## config.mk

```make
export PLATFORM = sky130hd
export DESIGN_NAME = i2c_bit_level_master_core
export DESIGN_NICKNAME = d
export VERILOG_FILES = /design/src/design/i2cm_pkg.sv /design/src/design/i2c_bit_level_master_core.sv
export VERILOG_INCLUDE_DIRS = /design/src /design/src/design
export SDC_FILE = /design/constraint.sdc
export NUM_CORES = 1
export LEC_CHECK = 0
export ABC_CLOCK_PERIOD_IN_PS = 10700
export BUFFER_PORTS_ARGS = -buffer_cell sky130_fd_sc_hd__buf_4
export CORE_MARGIN = 2
export CORE_UTILIZATION = 65
export DETAILED_ROUTE_END_ITERATION = 10
export PLACE_DENSITY = 0.85
export RECOVER_POWER = 100
export SLEW_MARGIN = 0
export SYNTH_ARGS = -nofsm -noshare
export SYNTH_HDL_FRONTEND = slang
export SYNTH_SLANG_ARGS = --single-unit
```

## constraint.sdc

```tcl
create_clock -name clk -period 10.7 [get_ports clk]
set_input_delay 1.07 -clock clk [delete_from_list [all_inputs] [get_ports clk]]
set_output_delay 1.07 -clock clk [all_outputs]
set_load 0.05 [all_outputs]
```

## src/design/i2c_bit_level_master_core_defines.svh

```systemverilog
// ----------------------------------------------------------------------------
// I2C bit-level master: assertion macros
// Clocked assertion wrappers, empty when SYNTHESIS is defined.
// ----------------------------------------------------------------------------
`ifndef I2C_BIT_LEVEL_MASTER_CORE_DEFINES_SVH
`define I2C_BIT_LEVEL_MASTER_CORE_DEFINES_SVH

`ifndef SYNTHESIS
// check a property every clock, ignored while reset is asserted
`define I2CM_ASSERT(lbl, prop, msg) \
    lbl: assert property (@(posedge clk) disable iff (!rst_n) (prop)) else $error(msg);
// check a property every clock, reset included
`define I2CM_ASSERT_ALWAYS(lbl, prop, msg) \
    lbl: assert property (@(posedge clk) (prop)) else $error(msg);
`else
`define I2CM_ASSERT(lbl, prop, msg)
`define I2CM_ASSERT_ALWAYS(lbl, prop, msg)
`endif

`endif

```

## src/design/i2cm_pkg.sv

```systemverilog
// ----------------------------------------------------------------------------
// I2C bit-level master: package
// Command codes, phase counts and the bus level table per phase.
// ----------------------------------------------------------------------------
package i2cm_pkg;

    // command codes
    typedef enum logic [2:0] {
        CMD_NONE  = 3'd0,
        CMD_START = 3'd1,
        CMD_STOP  = 3'd2,
        CMD_WRITE = 3'd3,
        CMD_WACK  = 3'd4,
        CMD_READ  = 3'd5
    } cmd_t;

    localparam int unsigned ACTION_W    = 3;
    localparam int unsigned BYTE_W      = 8;
    localparam int unsigned PHASE_W     = 5;
    localparam int unsigned TICK_W      = 8;
    localparam logic [7:0]  PHASE_TICKS_RST = 8'd7;
    // read: data bits occupy phases below this, ack bit phases follow
    localparam logic [4:0]  READ_ACK_PHASE  = 5'd16;

    // one result item
    typedef struct packed {
        logic              scl;
        logic              sda;
        logic              busy;
        logic              done;
        logic [BYTE_W-1:0] rx;
        logic              ack_missing;
    } res_t;

    // number of phases in each command
    function automatic logic [PHASE_W-1:0] phase_total(input cmd_t cmd);
        logic [PHASE_W-1:0] n;
        begin
            case (cmd)
                CMD_START: n = 5'd3;
                CMD_STOP:  n = 5'd1;
                CMD_WRITE: n = 5'd24;
                CMD_WACK:  n = 5'd3;
                CMD_READ:  n = 5'd19;
                default:   n = 5'd0;
            endcase
            return n;
        end
    endfunction

    // bus levels {scl, sda} at the start of phase p
    function automatic logic [1:0] enter_phase(
        input cmd_t               cmd,
        input logic [PHASE_W-1:0] p,
        input logic [BYTE_W-1:0]  shift,
        input logic               ack_sel,
        input logic               scl,
        input logic               sda
    );
        logic [9:0]         prod;
        logic [2:0]         bidx;
        logic [PHASE_W-1:0] sub;
        logic               dbit;
        logic               scl_n;
        logic               sda_n;
        begin
            // bit index = p / 3 via reciprocal, exact for p below 24
            prod  = 10'(p) * 10'd11;
            bidx  = prod[7:5];
            sub   = p - 5'(6'(bidx) * 6'd3);
            dbit  = shift[3'd7 - bidx];
            scl_n = scl;
            sda_n = sda;
            case (cmd)
                CMD_START:
                begin
                    if (p == 5'd0)
                    begin
                        scl_n = 1'b1;
                        sda_n = 1'b1;
                    end
                    else if (p == 5'd1)
                        sda_n = 1'b0;
                    else
                        scl_n = 1'b0;
                end
                CMD_STOP:
                begin
                    scl_n = 1'b1;
                    sda_n = 1'b0;
                end
                CMD_WRITE:
                begin
                    if (sub == 5'd0)
                        sda_n = dbit;
                    else if (sub == 5'd1)
                        scl_n = 1'b1;
                    else
                    begin
                        scl_n = 1'b0;
                        // release SDA after the last bit
                        sda_n = (bidx == 3'd7) ? 1'b1 : dbit;
                    end
                end
                CMD_WACK:
                begin
                    if (p == 5'd0)
                        sda_n = 1'b1;
                    else if (p == 5'd1)
                        scl_n = 1'b1;
                    else
                        scl_n = 1'b0;
                end
                CMD_READ:
                begin
                    if (p < READ_ACK_PHASE)
                        scl_n = ~p[0];
                    else if (p == READ_ACK_PHASE)
                        sda_n = ~ack_sel;
                    else if (p == READ_ACK_PHASE + 5'd1)
                        scl_n = 1'b1;
                    else
                        scl_n = 1'b0;
                end
                default:
                begin
                    scl_n = scl;
                    sda_n = sda;
                end
            endcase
            return {scl_n, sda_n};
        end
    endfunction

endpackage

```

## src/design/i2c_bit_level_master_core.sv

```systemverilog
// ----------------------------------------------------------------------------
// I2C bit-level master core
// Tick-driven sequencer for start, stop, write byte, wait ack and read byte.
//
//   channel   direction  handshake             payload
//   in        sink       in_valid / in_stall   action, tx_byte, send_ack, sda_in
//   out       source     out_valid / out_stall scl_out, sda_out, busy_res,
//                                              done_res, rx_byte, ack_missing
//   cfg       sink       cfg_wr_en             cfg_wr_data (phase_ticks)
//
// One item per clock while in_stall is low: the sequencer state updates in the
// accept cycle and the result is registered in the result register or skid.
// A two-entry output buffer (result register plus skid) lets the input keep
// flowing while the skid is free; in_stall rises only when both are full.
// Reset clears the sequencer to idle, releases the bus, loads PHASE_TICKS_INIT.
// ----------------------------------------------------------------------------
`include "i2c_bit_level_master_core_defines.svh"

module i2c_bit_level_master_core #(
    parameter logic [7:0] PHASE_TICKS_INIT = i2cm_pkg::PHASE_TICKS_RST
) (
    input  logic                          clk,
    input  logic                          rst_n,
    // configuration
    input  logic                          cfg_wr_en,
    input  logic [7:0]                    cfg_wr_data,
    // input items
    input  logic                          in_valid,
    output logic                          in_stall,
    input  logic [i2cm_pkg::ACTION_W-1:0] action,
    input  logic [i2cm_pkg::BYTE_W-1:0]   tx_byte,
    input  logic                          send_ack,
    input  logic                          sda_in,
    // result items
    output logic                          out_valid,
    input  logic                          out_stall,
    output logic                          scl_out,
    output logic                          sda_out,
    output logic                          busy_res,
    output logic                          done_res,
    output logic [i2cm_pkg::BYTE_W-1:0]   rx_byte,
    output logic                          ack_missing
);
    import i2cm_pkg::*;

    // sequencer state
    logic [7:0]         ptick_reg;
    cmd_t               cmd_reg,   cmd_next;
    logic [PHASE_W-1:0] phase_reg, phase_next;
    logic [TICK_W-1:0]  tick_reg,  tick_next;
    logic [BYTE_W-1:0]  shift_reg, shift_next;
    logic               ackc_reg,  ackc_next;
    logic               scl_reg,   scl_next;
    logic               sda_reg,   sda_next;
    logic [BYTE_W-1:0]  rxb_reg,   rxb_next;
    logic               ackf_reg,  ackf_next;
    logic               done_next;

    // output buffer
    res_t               res_next;
    res_t               main_reg;
    res_t               skid_reg;
    logic               main_valid_reg;
    logic               skid_valid_reg;

    logic               push;
    logic               pop;
    logic [TICK_W-1:0]  len;
    logic [1:0]         lv;
    logic [PHASE_W-1:0] pn;

    assign in_stall = skid_valid_reg;
    assign push     = in_valid & ~in_stall;
    assign pop      = main_valid_reg & ~out_stall;
    // zero phase length acts as one tick
    assign len      = (ptick_reg == '0) ? TICK_W'(1) : ptick_reg;

    // configuration register
    always_ff @(posedge clk or negedge rst_n)
    begin
        if (!rst_n)
            ptick_reg <= PHASE_TICKS_INIT;
        else if (cfg_wr_en)
            ptick_reg <= cfg_wr_data;
    end

    // sequencer next state for the item on the input
    always_comb
    begin
        cmd_next   = cmd_reg;
        phase_next = phase_reg;
        tick_next  = tick_reg;
        shift_next = shift_reg;
        ackc_next  = ackc_reg;
        scl_next   = scl_reg;
        sda_next   = sda_reg;
        rxb_next   = rxb_reg;
        ackf_next  = ackf_reg;
        done_next  = 1'b0;
        lv         = 2'b11;
        pn         = '0;

        // take a new command only when idle; the accept tick opens phase 0
        if (cmd_next == CMD_NONE && action inside {[CMD_START:CMD_READ]})
        begin
            cmd_next   = cmd_t'(action);
            phase_next = '0;
            tick_next  = '0;
            shift_next = (cmd_t'(action) == CMD_WRITE) ? tx_byte : '0;
            ackc_next  = send_ack;
            lv         = enter_phase(cmd_next, phase_next, shift_next, ackc_next,
                                     scl_next, sda_next);
            scl_next   = lv[1];
            sda_next   = lv[0];
        end

        // count ticks of the current phase
        if (cmd_next != CMD_NONE)
        begin
            if ({1'b0, tick_next} + 9'd1 >= {1'b0, len})
            begin
                // sample SDA at the end of a high SCL phase
                if (cmd_next == CMD_READ && phase_next < READ_ACK_PHASE && !phase_next[0])
                    shift_next = {shift_next[BYTE_W-2:0], sda_in};
                if (cmd_next == CMD_WACK && phase_next == 5'd1)
                    ackf_next = sda_in;
                pn        = phase_next + 5'd1;
                tick_next = '0;
                if (pn >= phase_total(cmd_next))
                begin
                    if (cmd_next == CMD_STOP)
                        sda_next = 1'b1;
                    if (cmd_next == CMD_READ)
                    begin
                        rxb_next = shift_next;
                        if (ackc_next)
                            sda_next = 1'b1;
                    end
                    cmd_next   = CMD_NONE;
                    phase_next = '0;
                    done_next  = 1'b1;
                end
                else
                begin
                    phase_next = pn;
                    lv         = enter_phase(cmd_next, phase_next, shift_next, ackc_next,
                                             scl_next, sda_next);
                    scl_next   = lv[1];
                    sda_next   = lv[0];
                end
            end
            else
                tick_next = tick_next + TICK_W'(1);
        end
    end

    // result for the item
    always_comb
    begin
        res_next.scl         = scl_next;
        res_next.sda         = sda_next;
        res_next.busy        = (cmd_next != CMD_NONE);
        res_next.done        = done_next;
        res_next.rx          = rxb_next;
        res_next.ack_missing = ackf_next;
    end

    // sequencer registers
    always_ff @(posedge clk or negedge rst_n)
    begin
        if (!rst_n)
        begin
            cmd_reg   <= CMD_NONE;
            phase_reg <= '0;
            tick_reg  <= '0;
            shift_reg <= '0;
            ackc_reg  <= 1'b0;
            scl_reg   <= 1'b1;
            sda_reg   <= 1'b1;
            rxb_reg   <= '0;
            ackf_reg  <= 1'b0;
        end
        else if (push)
        begin
            cmd_reg   <= cmd_next;
            phase_reg <= phase_next;
            tick_reg  <= tick_next;
            shift_reg <= shift_next;
            ackc_reg  <= ackc_next;
            scl_reg   <= scl_next;
            sda_reg   <= sda_next;
            rxb_reg   <= rxb_next;
            ackf_reg  <= ackf_next;
        end
    end

    // output buffer valid flags
    always_ff @(posedge clk or negedge rst_n)
    begin
        if (!rst_n)
        begin
            main_valid_reg <= 1'b0;
            skid_valid_reg <= 1'b0;
        end
        else if (skid_valid_reg)
        begin
            if (pop)
                skid_valid_reg <= 1'b0;
        end
        else if (push)
        begin
            if (main_valid_reg && !pop)
                skid_valid_reg <= 1'b1;
            else
                main_valid_reg <= 1'b1;
        end
        else if (pop)
            main_valid_reg <= 1'b0;
    end

    // output buffer payload
    always_ff @(posedge clk)
    begin
        if (skid_valid_reg)
        begin
            if (pop)
                main_reg <= skid_reg;
        end
        else if (push)
        begin
            if (main_valid_reg && !pop)
                skid_reg <= res_next;
            else
                main_reg <= res_next;
        end
    end

    assign out_valid   = main_valid_reg;
    assign scl_out     = main_reg.scl;
    assign sda_out     = main_reg.sda;
    assign busy_res    = main_reg.busy;
    assign done_res    = main_reg.done;
    assign rx_byte     = main_reg.rx;
    assign ack_missing = main_reg.ack_missing;

    // checks
    `I2CM_ASSERT_ALWAYS(a_skid_needs_main, !skid_valid_reg || main_valid_reg, "skid full while result register empty")
    `I2CM_ASSERT(a_idle_cleared, cmd_reg != CMD_NONE || (phase_reg == '0 && tick_reg == '0), "idle sequencer with stale phase or tick")
    `I2CM_ASSERT(a_phase_bound, cmd_reg == CMD_NONE || phase_reg < phase_total(cmd_reg), "phase index past end of command")
    `I2CM_ASSERT(a_tick_bound, cmd_reg == CMD_NONE || tick_reg < len || $past(cfg_wr_en), "tick count past phase length")
    `I2CM_ASSERT(a_done_not_busy, !(push && done_next) || cmd_next == CMD_NONE, "command finished but still busy")

endmodule

```

[Word level (Yosys, flattened, before mapping)]
Cells that the tools add are included.
Word-level totals
  input bits: 26
  output and inout port bits: 15
  register bits: 72
  logic and storage cells: 163
Operators by class
  order comparisons: 7
  reduce and logical (&&, ||, !) cells: 22
  equality and inequality tests: 19
  add/sub/neg operators: 5
  bitwise gates (word level): 6
  $mul: 2
  muxes and demuxes: 78
Operators by type and width (count)
  $mux 8: 15
  $mux 13: 4
  $mux 1: 44
  $mux 5: 6
  $pmux 5 s4: 1
  $eq 3x3->1 const B: 5
  $eq 5x1->1 const B: 3
  $eq 3x2->1 const B: 4
  $mux 3: 4
  $eq 5x5->1 const B: 2
  $logic_not 5->1: 2
  $lt 5x5->1 const B: 2
  $pmux 1 s5: 2
  $add 8x1->9 const B: 1
  $ge 9x8->1: 1
  $reduce_and 3->1: 3
  $add 8x1->8 const B: 1
  $logic_not 8->1: 1
  $mul 5x4->8 const B: 1
  $eq 3x1->1 const B: 2
  $logic_and 1x1->1: 6
  $reduce_bool 3->1: 2
  $add 5x1->5 const B: 1
  $ge 5x5->1: 1
  other kinds (17): 25

[Depth between registers and ports, before layout]
  depth after elaboration: 22
  depth in mapped cells: 30
  mapped depth without buffers: 28

[Worst setup path after synthesis]
No wires, ideal clock.
  path type: input to register
  from: input port action[2] (netlist name)
  to: register main_reg, in the netlist sda_out, data pin
  buffers on the path: 1
  arrival time: 7.027 ns
  required time: 10.438 ns
  path slack: 3.411 ns
  setup time: 0.262 ns
  stages: 27
  path through: or3_1 -> nand2_1 -> clkbuf_1 -> nand2_1 -> inv_1 -> ha_1 -> nand3_1 -> xor2_1 -> nor2_2 -> inv_2 -> fa_1 -> inv_1 -> ha_1 -> or2_2 -> o22a_1 -> xnor2_1 -> inv_1 -> ha_1 -> fa_1 -> nand2b_1 -> a21oi_1 -> xor2_1 -> xnor2_1 -> a21oi_1 -> nor4b_2 -> o32ai_2 -> mux2_1
RTL lines
  start, declared: line i2c_bit_level_master_core.sv:30  | input logic [i2cm_pkg::ACTION_W-1:0] action,
  end signal, assigned: line i2c_bit_level_master_core.sv:227  | main_reg <= skid_reg;
  end signal, assigned: line i2c_bit_level_master_core.sv:234  | main_reg <= res_next;
  end, declared: line i2c_bit_level_master_core.sv:61  | res_t main_reg;

==> flow_summary.json <==
{
  "drc_errors": 0,
  "outcome": "complete, but fails checks",
  "clkLatencyLatePin_ns": 0.36,
  "layout_min_cycle_time_ns": 9.03,
  "avgSynthCellArea_um2": 8.93,
  "period_share": 0.844,
  "coreArea_mm2": 0.00777,
  "ios": 41,
  "overflow": 0,
  "violations": "capacitance limit, slew limit",
  "syn_nets": 652,
  "arrival_ns": 9.14,
  "netlist_instances": 586,
  "yosysMostFrequentCell": "nand2_1",
  "cts_repair_resize_count": 0,
  "startpoint_type": "primary input",
  "power_leakage_nw": 2.48,
  "fin_cells": 719,
  "drt_pre_antenna_iters": 5,
  "post-place-cells": 703,
  "via_per_inst": 6.45,
  "setup_tns_ns": 0,
  "ys_top_cells_by_area": "dfrtp_1, edfxtp_1, ha_1",
  "ys_ff_latch": 72,
  "ir_worst_vdd_v": 0.000166,
  "ys_async_sr_fraction": 0.639,
  "syn-cell-area_mm2": 0.00523,
  "powerDensity_mw_per_mm2": 291,
  "maxCapViolCount": 1,
  "antenna_found_initial": 0,
  "ys_seq_area_frac": 0.370,
  "num_antenna_cells": 0,
  "fillers": 602,
  "critical_path_required_ns": 10.81,
  "finalClockSkew_ns": 0.0124,
  "cts_root_buf": "clkbuf_8",
  "die_x_um": 93.7,
  "place.gp.congestion": 0.959,
  "holdBufCountCts": 0,
  "grt_pass1_vias": 4585,
  "hold_viol_final": 0,
  "worstSetupPathType": "in2reg",
  "post_cts_buffers": 0,
  "final_max_slew_viol_count": 47,
  "area_growth_syn_to_layout_pct": 8.25,
  "port_buffers": 40,
  "timing.fmax_mhz": 111,
  "synth_edf_count": 26,
  "grt_pass1_wl_um": 22400,
  "layout-drive-gt1-share": 0.112,
  "critical_path.max_fanout": 17,
  "largest_reg_flops": 13,
  "via_count": 4635,
  "drtAntennaViolNets": 0,
  "ys_warn_count": 0,
  "wl_per_cell_um": 19.0,
  "cts_buffers": 9,
  "initial_utilization": 0.674,
  "hold_depth": 2,
  "nets": 678,
  "rsz0062_at_grt": "no",
  "dr.first_iter.drc_count": 480,
  "clk_pin_slew_ns": 0.09,
  "grt_usage": 0.328,
  "r2r_cells": 25,
  "wirelength_um": 13600,
  "hold_path.class": "reg2reg",
  "rows": 32,
  "synth.distinct_cells": 73,
  "worstMarginPinSlew_ns": 2.58,
  "synth_top_cell_by_area": "dfrtp_1",
  "critPathCaptureType": "flop",
  "fp.dieH_um": 93.7,
  "synth_top_flop_cell": "dfrtp_1",
  "synth_top_area_frac": 0.196,
  "hpwl_um": 9990,
  "synth_commonest_cells": "nand2_1, o21ai_0, dfrtp_1",
  "grt_max_degree": 47,
  "finalSetupViolations": 0,
  "cts_tree": "built",
  "dieArea_mm2": 0.00879,
  "clk_path_buf_depth": 2,
  "htree_levels": 3,
  "clkSinkCount": 72,
  "max_slew_margin": -0.718
}
placed cells by master, fill, tap and decap left out, types with 6 or more instances in the layout:
cell | synthesis | final
nand3_1 | 12 | 12
buf_4 | 0 | 21
xnor2_1 | 10 | 10
xor2_1 | 6 | 6
nand4_1 | 7 | 7
mux2_1 | 1 | 9
dfrtp_1 | 41 | 41
a32oi_1 | 6 | 6
nand2_1 | 100 | 100
clkbuf_8 | 0 | 9
o21ai_0 | 50 | 50
a21oi_1 | 32 | 32
and2_1 | 9 | 6
mux2i_1 | 6 | 6
a31oi_1 | 7 | 7
clkbuf_1 | 20 | 22
nand2b_1 | 12 | 12
nor3_1 | 10 | 10
edfxtp_1 | 26 | 26
nor2_1 | 27 | 27
ha_1 | 37 | 37
inv_1 | 36 | 36
mux2_2 | 23 | 15
routing by layer:
metal | GRT usage | share of wire
met5 | 0 | 0
met3 | 0.0666 | 0.078
met1 | 0.447 | 0.42
met4 | 0.120 | 0.025
met2 | 0.521 | 0.48
cell families (layout without fill, tap and decap cells):
group                      count (synthesis)  in the layout  synth area share
muxes                                     30             30            0.0631
DFF                                       72             72             0.370
xor gates and xnor gates                  17             17            0.0311
adders and majority gates                 40             40            0.0999
buffers and inverters                     65             96            0.0481
and+or+nand+nor                          209            209             0.190
AOI/OAI and AO/OA                        153            153             0.197
path summary, 6_finish.rpt:
check | endpoint | slack (ns) | start
max | sda_out | 1.67 | action[1]
min in group asynchronous | rxb_reg[1] | 1.50 | rst_n
min | rxb_reg[7] | 0.49 | rxb_reg[7]
max in group asynchronous | phase_reg[3] | 7.72 | rst_n
min reg2reg | rxb_reg[7] | 0.49 | rxb_reg[7]
max reg2reg | sda_out | 2.22 | cmd_reg[1]
critical path, stage by stage:
cell,delay [ns]
clkbuf_1,0.26
a2111oi_0,1.22
nand2_1,0.67
nand2_1,0.34
inv_1,0.18
ha_1,0.30
xnor2_1,0.46
ha_1,0.23
inv_1,0.05
fa_1,0.47
inv_1,0.04
ha_1,0.24
or2_2,0.31
o22a_1,0.23
xnor2_1,0.36
inv_1,0.15
ha_1,0.35
fa_1,0.46
nand2b_1,0.16
a21oi_1,0.15
xor2_1,0.10
xnor2_1,0.37
a21oi_1,0.13
nor4b_1,0.33
o32ai_1,0.18
mux2_1,0.32
stage by stage:
stage / setup WS, ns / util / hold slack [ns] / instance area, um2 / power [mW]
floorplan: 3.41 / - / 0.440 / 5230 / 1.18
global placement: 2.77 / 0.717 / 0.452 / 5570 / 1.39
detailed placement: 2.48 / 0.717 / 0.468 / 5570 / 1.43
CTS: 2.84 / 0.744 / 0.492 / 5780 / 1.67
global route: 1.15 / 0.729 / 0.521 / 5670 / 1.77
finish: 1.67 / 0.729 / 0.491 / 5670 / 1.65
where the power goes:
part / total [mW] / internal, mW / leakage, nW / switching, mW
registers: 0.447 / 0.375 / 0.830 / 0.0719
logic: 0.973 / 0.334 / 1.55 / 0.638
clock network: 0.231 / 0.112 / 0.100 / 0.118
total: 1.65 / 0.822 / 2.48 / 0.829
layout make-up:
| type | count | area (um2) | share of cell area |
|---|---|---|---|
| well taps | 102 | 128 | 0.0225 |
| clock inverters | 7 | 85.1 | 0.0150 |
| flip-flops and latches | 72 | 1940 | 0.342 |
| inverters | 37 | 139 | 0.0245 |
| repair buffers | 43 | 240 | 0.0424 |
| clock buffers | 9 | 124 | 0.0219 |
| multi-input cells | 449 | 3010 | 0.532 |
(Power assumes the default switching activity.)
